===== config.mk =====
export PLATFORM = sky130hd
export DESIGN_NAME = itwc_core
export DESIGN_NICKNAME = d
export VERILOG_FILES = /design/src/rtl/itwc_pkg.sv /design/src/rtl/itwc_core.sv
export SDC_FILE = /design/constraint.sdc
export NUM_CORES = 1
export LEC_CHECK = 0
export BUFFER_PORTS_ARGS = -buffer_cell sky130_fd_sc_hd__clkbuf_2
export CAP_MARGIN = 20
export CORE_MARGIN = 2
export CORE_UTILIZATION = 52
export DETAILED_ROUTE_END_ITERATION = 12
export PLACE_DENSITY_LB_ADDON = 0.12
export SLEW_MARGIN = 5
export SYNTH_ARGS = -nofsm -noshare
export SYNTH_HDL_FRONTEND = slang
export SYNTH_SLANG_ARGS = --single-unit

===== constraint.sdc =====
create_clock -name clk -period 30.2 [get_ports clk]
set_input_delay 4.53 -clock clk [delete_from_list [all_inputs] [get_ports clk]]
set_output_delay 4.53 -clock clk [all_outputs]
set_load 0.02 [all_outputs]

===== src/rtl/itwc_pkg.sv =====
// ----------------------------------------------------------------------------
// itwc_pkg
// Shared types and constants for the wraparound millisecond interval timer.
// ----------------------------------------------------------------------------
package itwc_pkg;

  // Period value that marks the timer as disabled.
  localparam logic [31:0] DISABLE_VAL   = 32'h7FFF_FFFF;
  // Period value that means no wait.
  localparam logic [31:0] NOWAIT_VAL    = 32'h0000_0000;
  // Catch-up is only considered for amounts below half the disable value.
  localparam logic [31:0] CATCHUP_LIMIT = DISABLE_VAL / 32'd2;
  // Reciprocal of three, scaled by 2^33, for the divide-by-three multiply.
  localparam logic [31:0] RECIP3        = 32'hAAAA_AAAB;
  localparam int          RECIP3_SHIFT  = 33;

  // Command codes.
  typedef enum logic [2:0] {
    CMD_TICK         = 3'd0,
    CMD_SET          = 3'd1,
    CMD_RESTART      = 3'd2,
    CMD_INCR         = 3'd3,
    CMD_INCR_CATCHUP = 3'd4
  } itwc_cmd_t;

  // Input transaction payload.
  typedef struct packed {
    logic [2:0]         command;
    logic signed [31:0] amount;
  } itwc_in_t;

  // Result transaction payload.
  typedef struct packed {
    logic signed [31:0] elapsed;
    logic signed [31:0] expired_by;
    logic [30:0]        remaining;
    logic               timing;
    logic               disabled;
  } itwc_out_t;

  // Registered command with its precomputed catch-up threshold.
  typedef struct packed {
    logic [2:0]         command;
    logic signed [31:0] amount;
    logic signed [31:0] third;      // (2 * amount) / 3, truncated toward zero
    logic               catchup_ok; // amount below the catch-up limit
  } itwc_prep_t;

endpackage


===== src/rtl/itwc_core.sv =====
// ----------------------------------------------------------------------------
// itwc_core
// Timer state (now, start, period). Applies one command per cycle while fire
// is high and derives the result fields from the updated state.
// ----------------------------------------------------------------------------
module itwc_core
  import itwc_pkg::*;
(
  input  logic       clk,
  input  logic       rst_n,
  input  logic       fire,
  input  itwc_prep_t cmd_data,
  output itwc_out_t  result
);

  logic [31:0] now_r, now_nxt;
  logic [31:0] start_r, start_nxt;
  logic [31:0] period_r, period_nxt;

  logic [31:0] old_expired;
  logic        behind;
  logic        incr_as_set;
  logic [31:0] deadline;
  logic [31:0] to_go;
  logic        dis;

  // Expired-by value of the current state, used by catch-up.
  assign old_expired = (period_r == DISABLE_VAL) ? DISABLE_VAL
                       : (now_r - (start_r + period_r));
  assign behind      = cmd_data.catchup_ok &&
                       ($signed(old_expired) > cmd_data.third);
  assign incr_as_set = (period_r == DISABLE_VAL) || (period_r == NOWAIT_VAL);

  // Next state selected by command; unused codes hold the state.
  always_comb begin
    now_nxt    = now_r;
    start_nxt  = start_r;
    period_nxt = period_r;
    unique case (itwc_cmd_t'(cmd_data.command))
      CMD_TICK: begin
        now_nxt = now_r + 32'd1;
      end
      CMD_SET: begin
        start_nxt  = now_r;
        period_nxt = cmd_data.amount;
      end
      CMD_RESTART: begin
        start_nxt = now_r;
      end
      CMD_INCR, CMD_INCR_CATCHUP: begin
        if ((cmd_data.command == CMD_INCR_CATCHUP && behind) || incr_as_set) begin
          start_nxt  = now_r;
          period_nxt = cmd_data.amount;
        end else if (cmd_data.amount == DISABLE_VAL) begin
          period_nxt = DISABLE_VAL;
        end else begin
          period_nxt = period_r + cmd_data.amount;
        end
      end
      default: begin
      end
    endcase
  end

  // State registers.
  always_ff @(posedge clk) begin
    if (!rst_n) begin
      now_r    <= '0;
      start_r  <= '0;
      period_r <= '0;
    end else if (fire) begin
      now_r    <= now_nxt;
      start_r  <= start_nxt;
      period_r <= period_nxt;
    end
  end

  // Result fields from the updated state.
  assign dis      = (period_nxt == DISABLE_VAL);
  assign deadline = start_nxt + period_nxt;
  assign to_go    = deadline - now_nxt;

  always_comb begin
    result            = '0;
    result.elapsed    = now_nxt - start_nxt;
    result.disabled   = dis;
    if (dis) begin
      result.expired_by = DISABLE_VAL;
      result.remaining  = DISABLE_VAL[30:0];
      result.timing     = 1'b1;
    end else begin
      result.expired_by = now_nxt - deadline;
      result.remaining  = to_go[31] ? 31'd0 : to_go[30:0];
      result.timing     = !to_go[31] && (to_go != 32'd0);
    end
  end

endmodule


* Word level (Yosys, flattened, before mapping)
Index checks and enable logic that the tools add are counted.
** Cells by class
- Div/mod/pow operators :: 0
- Order comparisons :: 1
- Muxes and demuxes :: 9
- Reduce and logical (&&, ||, !) cells :: 11
- $add $sub $neg :: 8
- Multipliers :: 0
- Shifts and indexed selects :: 0
- Equal/unequal tests :: 7
- Bitwise operators :: 0
** Operators by type and width (number)
- $mux 32 :: 5
- $pmux 32 s2 :: 2
- $sub 32x32->32 :: 4
- $add 32x32->32 :: 3
- $eq 32x31->1 const B :: 3
- $mux 64 :: 1
- $add 32x1->32 const B :: 1
- $gt 32x32->1 :: 1
- $logic_not 32->1 :: 1
- $reduce_bool 32->1 :: 1
- $mux 31 :: 1
- $eq 3x2->1 const B :: 2
- $reduce_or 2->1 :: 2
- $eq 3x1->1 const B :: 1
- $eq 3x3->1 const B :: 1
- $logic_and 1x1->1 :: 3
- $logic_not 3->1 :: 1
- $logic_or 1x1->1 :: 2
- $logic_not 1->1 :: 1
** Storage, ports and cells
- Latch bits :: 0
- Bits in read-only memories :: 0
- Output and inout bits :: 97
- Register bits after elaboration :: 96
- Input bits :: 71
- Memory bits (writable) :: 0
- Memories kept :: 0

* Logic depth before layout (Yosys ltp)
Gate-level depths: netlist (run 1).
- Word-level depth :: 14
- Mapped depth :: 66
- Gate-level depth less buffers :: 63

* Worst setup path after synthesis (run 1)
OpenSTA, ideal clock, no wires.
- Kind :: input to output
- Start point :: input port cmd_data[26] in the netlist's numbering
- End point :: output port result[24] in the netlist's numbering
- Setup slack :: 13.062 ns
- Path buffers :: 6
- Stages on the path :: 44
- Data required time :: 25.670 ns
- Arrival :: 12.608 ns
- Cell sequence :: inv_1 ha_1 a211o_1 o211ai_2 a21oi_2 o21a_1 o31ai_2 buf_6 nand2_4 buf_6 clkbuf_1 o21ai_0 ha_1 inv_1 fa_1 inv_1 a21oi_1 o21bai_1 (+8 left out) buf_2 a21o_1 a21oi_1 o21bai_1 nor4_1 nor2_1 a31o_1 o41a_1 a21oi_2 o21ai_1 a21oi_1 buf_4 nand4_1 nor4b_1 and4_1 and2_4 buf_6 o21ai_1
** RTL lines
- start: declaration :: RTL line itwc_core.sv:12 : input itwc_prep_t cmd_data,
- end: declaration :: RTL line itwc_core.sv:13 : output itwc_out_t result

==> results.ini, run 1 <==
[die]
die_x_um=188.3
io_pins=168
rows=67
core-area_sq_um=33450
die_y_um=188.3
dieArea_sq_um=35450
start_util_pct=52.80

[global_routing]
antenna_found_initial=0
grt-ovfl-total=0
grt_pass1_vias=16609
grt_max_degree=95
track_usage_pct=29.94
grt_pass1_wl_mm=86.65

[placed_design]
dpl.cell_count=2944
place_hpwl_mm=44.79
port_buffers=167
gp_congestion=0.9820

[setup_path]
cp.required_ns=25.67
cpMostUsedCell=a21oi_1
path_max_fanout=30
cp.arrival_ns=14.89
slowest_delay_ns=0.69
crit_path_top_delay_cell=o21ai_0
path_class=register to primary output
start_kind=register
cp-end-kind=primary output

[synthesis]
synth-main-ff-cell=dfxtp_1
ys_seq_area_share_pct=10.88
syn-num-nets=2745
ys_ff_latch=96
synth_cells=2417
synth_edf_count=0
synthesis.area_sq_um=17660
async_flop_share_pct=0
syn_avg_cell_area_sq_um=7.307
synth_warnings=0
yosysUniqueCellTypes=101
synth_area_leaders=ha_1 (16%), dfxtp_1 (11%), xnor2_1 (6.0%)
synth_top_area_share_pct=15.66
yosysTopAreaCell=ha_1

[detailed_routing]
wirelength_mm=54.42
drc=0
via_per_inst=5.981
route.vias.total=17711
detail_route.first_pass.iterations=7
drtIter0Drc=1273
ant_nets=0
routedWlPerCell_um=18.38

[run]
drv_cap=0

[pwr]
vdd_drop_max_uv=46.23
power_leakage_nw=9.338
power_density_nw_per_um2=56.35

[timing]
max_freq_ghz=0.05150
clock_skew_ns=0.01417
finalSetupViolations=0
fin_tns_setup_ns=0
whs_ns=0.5020
slew_headroom_pct=35.70
grt_setup_unrepaired=false
slew_violations=0
fin_crit_ns=19.42
min_period_over_period_pct=64.30
tightest_slew_ns=0.9646
final-hold-violation-count=0

[clocking]
clock_sinks=96
cts_buffers=9
ctsHoldBuffers=0
root_buffer=clkbuf_16
cts_tree=built
clockBufferDepth=2
post-cts-setup-buffer-count=0
cts_resized=0
clkLatencyLatePin_ns=0.36
h-tree-depth=3
clk_pin_slew_ns=0.07

[layout]
drive_gt1_share_pct=10.31
instances_no_fill=2961
fin_nets=2836
area_growth_pct=7.567
n_antenna_cell=0
n_fill_cell=3322

[run_status]
status=complete, no violations

[hold_path]
worstHoldPathType=register to register

layer usage:
layer / vias up / share of wire (%) / GRT usage [%]
li1: 8732 / - / -
met1: 8355 / 43 / 38.08
met5: - / 0 / 0
met3: 109 / 4.4 / 3.110
met4: 0 / 3.4 / 9.826
met2: 515 / 49 / 52.90
cell type report:
type,count,area (sq um),area share [%]
Multi-Input combinational cell,1971,14330,75.41
Timing Repair Buffer,181,943.4,4.966
Inverter,249,934.6,4.920
Clock buffer,10,239.0,1.258
Clock inverter,6,72.57,0.3820
Tap cell,448,560.5,2.951
Sequential cell,96,1922,10.12
power breakdown:
group          switching, W  total [W]  internal (W)
Combinational      0.000506   0.000805      0.000300
Sequential        0.0000100   0.000143      0.000133
Clock             0.0000544   0.000122     0.0000678
registers in the layout, indices dropped and copies added, names as in the netlist:
register / count
now_r: 32
period_r: 32
start_r: 32
cells in the final DEF (no fill, tap or decap), types with 23 or more instances in the layout:
cell / n
and3_1: 32
clkbuf_2: 166
o21a_1: 35
inv_1: 248
fa_1: 36
nand3_1: 50
a211oi_1: 60
a21o_1: 79
xnor2_1: 121
mux2i_1: 45
dfxtp_1: 96
o21ai_0: 107
xor2_1: 94
nor2_1: 235
o21ai_1: 42
nor3_1: 39
o21bai_1: 38
ha_1: 221
nor2b_1: 23
nand4_1: 50
nand2b_1: 28
nand2_1: 187
a21oi_1: 171
stage by stage:
step / cell area [sq um] / power [W] / setup slack, ns / utilization, %
CTS: 18990 / 0.001066 / 10.64 / 56.77
global route: 19000 / 0.001156 / 9.694 / 56.79
finish: 19000 / 0.001071 / 10.78 / 56.79
floorplan: 17660 / 0.0007324 / 13.06 / -
detailed placement: 18680 / 0.0009394 / 11.10 / 55.84
global placement: 18670 / 0.0009301 / 11.57 / 55.82
worst paths after layout:
check        slack (ns)                startpoint                        end  cells after the start
min                0.50  start_r[24]$_SDFFE_PN0P_   start_r[24]$_SDFFE_PN0P_                      2
max reg2reg       21.68  period_r[0]$_SDFFE_PN0P_  period_r[24]$_SDFFE_PN0P_                     32
max               10.78  period_r[0]$_SDFFE_PN0P_                  result[4]                     61
min reg2reg        0.50  start_r[24]$_SDFFE_PN0P_   start_r[24]$_SDFFE_PN0P_                      2
cells in the mapped netlist, types with 60 or more instances:
cell and count:
a21o_1 79, inv_1 248, clkbuf_1 71, nand2_1 187
xor2_1 94, ha_1 221, xnor2_1 121, a21oi_1 171
a211oi_1 60, dfxtp_1 96, o21ai_0 107, nor2_1 235
logic make-up (layout without fill, tap and decap cells):
group | after synthesis | after routing | synth area share, %
buf+inv | 350 | 446 | 8.006
flops | 96 | 96 | 10.88
xor+xnor | 218 | 218 | 11.07
simple gates | 754 | 754 | 21.15
fa+ha+maj | 259 | 259 | 19.85
mux | 51 | 51 | 3.011
compound gates | 689 | 689 | 26.04
critical path: cells and delay by family (launching register included):
| family | cells | cell delay [ns] |
|---|---|---|
| compound gates | 36 | 7.67 |
| xor+xnor | 1 | 0.21 |
| fa+ha+maj | 7 | 2.59 |
| buf+inv | 7 | 1.07 |
| flops | 1 | 0.43 |
| simple gates | 10 | 2.51 |
Note: power is estimated with default switching activity, not from simulation.
==> run 2, diff against run 1 <==
==> constraint.sdc (replaced) <==
create_clock -name clk -period 20.4 [get_ports clk]
set_input_delay 3.06 -clock clk [delete_from_list [all_inputs] [get_ports clk]]
set_output_delay 3.06 -clock clk [all_outputs]
set_load 0.02 [all_outputs]
==> run 2 against run 1 <==
Against the previous run: hold slack got worse by 0.0037 ns; design area barely moved; largest cell class unchanged; register-to-register slack got worse by 9.4 ns; count of clock-buffer cells in the layout rose by 2; via count barely moved.
==> results.ini, run 2 (synthesis gave the netlist of run 1 again) <==
[timing]
clock_skew_ns=0.009166  ; was 0.01417 ns
min_period_over_period_pct=88.43
slew_violations=0  ; unchanged
finalSetupViolations=0  ; unchanged
fin_tns_setup_ns=0  ; unchanged
max_freq_ghz=0.05543
grt_setup_unrepaired=false  ; unchanged
tightest_slew_ns=1.075  ; was 0.9646 ns
slew_headroom_pct=28.35  ; was 35.70%
whs_ns=0.4983  ; was 0.5020 ns
fin_crit_ns=18.04
final-hold-violation-count=0  ; unchanged

[detailed_routing]
routedWlPerCell_um=18.41  ; was 18.38 um
detail_route.first_pass.iterations=6  ; was 7
wirelength_mm=54.44  ; was 54.42 mm
route.vias.total=17699  ; was 17711
ant_nets=0  ; unchanged
drtIter0Drc=1375  ; was 1273
drc=0  ; unchanged
via_per_inst=5.985  ; was 5.981

[global_routing]
grt-ovfl-total=0  ; unchanged
antenna_found_initial=0  ; unchanged
grt_pass1_wl_mm=87.06  ; was 86.65 mm
grtUsageMet3_pct=3.110  ; unchanged
grt_pass1_vias=16683  ; was 16609
grt_max_degree=104  ; was 95
grtUsageMet2_pct=54.54  ; was 52.90%
grtUsageMet1_pct=37.51  ; was 38.08%
track_usage_pct=30.34  ; was 29.94%
busiest_layer=met2  ; unchanged

[setup_path]
cp.required_ns=17.34  ; was 25.67 ns
path_max_fanout=30  ; unchanged
cp.arrival_ns=14.98  ; was 14.89 ns
r2r_start=period_r[0]$_SDFFE_PN0P_  ; unchanged
cp-end-kind=primary output  ; unchanged
start_kind=register  ; unchanged
slowest_delay_ns=0.79  ; was 0.69 ns
startpoint=period_r[0]$_SDFFE_PN0P_  ; unchanged
r2r_setup_slack_ns=12.25  ; was 21.68 ns
cpMostUsedCell=a21oi_1  ; unchanged
path_class=register to primary output  ; unchanged
crit_path_top_delay_cell=a21oi_1  ; was o21ai_0

[clocking]
clock_sinks=96  ; unchanged
h-tree-depth=3  ; unchanged
cts_resized=0  ; unchanged
clk_pin_slew_ns=0.06  ; was 0.07 ns
clockBufferDepth=2  ; unchanged
clkLatencyLatePin_ns=0.35  ; was 0.36 ns
cts_tree=built  ; unchanged
ctsHoldBuffers=0  ; unchanged
root_buffer=clkbuf_16  ; unchanged
post-cts-setup-buffer-count=0  ; unchanged
cts_buffers=9  ; unchanged

[pwr]
power_leakage_nw=9.334  ; was 9.338 nW
power_density_nw_per_um2=83.50  ; was 56.35 nW/um^2
vdd_drop_max_uv=72.21  ; was 46.23 uV

[layout]
instances_no_fill=2957  ; was 2961
area_growth_pct=7.581  ; was 7.567%
final_cell_mix=inv_1 (248), nor2_1 (235), ha_1 (221), nand2_1 (187), a21oi_1 (171)  ; unchanged
n_antenna_cell=0  ; unchanged
final_common_cell=inv_1  ; unchanged
final_util_pct=56.80  ; was 56.79%
n_fill_cell=3257  ; was 3322
drive_gt1_share_pct=10.08  ; was 10.31%
regArea_sq_um=1922  ; unchanged
largestRegisters=now_r (32), period_r (32), start_r (32)  ; unchanged
multiInputGateArea_sq_um=14330  ; unchanged
fin_nets=2833  ; was 2836

[placed_design]
place_hpwl_mm=44.98  ; was 44.79 mm
port_buffers=167  ; unchanged
dpl.cell_count=2941  ; was 2944
gp_congestion=0.9722  ; was 0.9820

[die]
io_pins=168  ; unchanged
die_x_um=188.3  ; unchanged
start_util_pct=52.80  ; unchanged
dieArea_sq_um=35450  ; unchanged
core-area_sq_um=33450  ; unchanged
die_y_um=188.3  ; unchanged
rows=67  ; unchanged

[hold_path]
min_from=start_r[25]$_SDFFE_PN0P_  ; was start_r[24]$_SDFFE_PN0P_
worstHoldPathType=register to register  ; unchanged

[run]
drv_cap=0  ; unchanged

[run_status]
status=complete, no violations  ; unchanged

[run 2: cell types whose count changed in the layout (fill, tap and decap cells not counted)]
cell        previous run  this run
bufinv_16              1         3
buf_4                 15        12
clkinvlp_4             1         0
inv_6                  4         0
clkbuf_1               0         2
[run 2: final timing paths]
path                          endpoint  depth (start not counted)
max                          result[7]                         61
min reg2reg   start_r[25]$_SDFFE_PN0P_                          2
max reg2reg  period_r[21]$_SDFFE_PN0P_                         33
min           start_r[25]$_SDFFE_PN0P_                          2
[run 2: worst max-delay path, delay by kind of cell (launching register included)]
kind                     cells  cell delay (ns)
AND/OR/NAND/NOR             14             2.87
adder cells (fa/ha/maj)      5             1.92
XOR/XNOR                     1             0.16
AO/OA/AOI/OAI               37             8.55
buffers and inverters        4             0.67
flip-flops                   1             0.41
[run 2: layout make-up]
| type | count | share of cell area [%] |
|---|---|---|
| clock buffer | 12 | 1.297 |
| clock inverter | 3 | 0.4742 |
| inverter | 249 | 4.919 |
| multi-input combinational | 1971 | 75.40 |
| sequential | 96 | 10.12 |
| tap | 448 | 2.950 |
| timing repair buffer | 178 | 4.847 |
[run 2: layer usage]
metal	vias to the layer above	wire, um
met2	529	26440
met3	129	2639
met5	-	0
li1	8726	-
met4	0	2140
met1	8315	23220
[run 2: power by group]
group / total, W / switching [W] / internal, W / leakage, nW
sequential: 0.000212 / 0.0000148 / 0.000197 / 0.785
combinational: 0.00118 / 0.000738 / 0.000442 / 8.39
clock: 0.000195 / 0.0000727 / 0.000123 / 0.163
total: 0.00159 / 0.000825 / 0.000761 / 9.33
[run 2: metrics by stage]
step,instance area (sq um),setup WS [ns],power (W)
detailed placement,18660,2.976,0.001382
floorplan,17660,5.421,0.001084
global route,19000,1.119,0.001717
global placement,18660,3.336,0.001370
CTS,18990,2.538,0.001580
finish,19000,2.360,0.001586
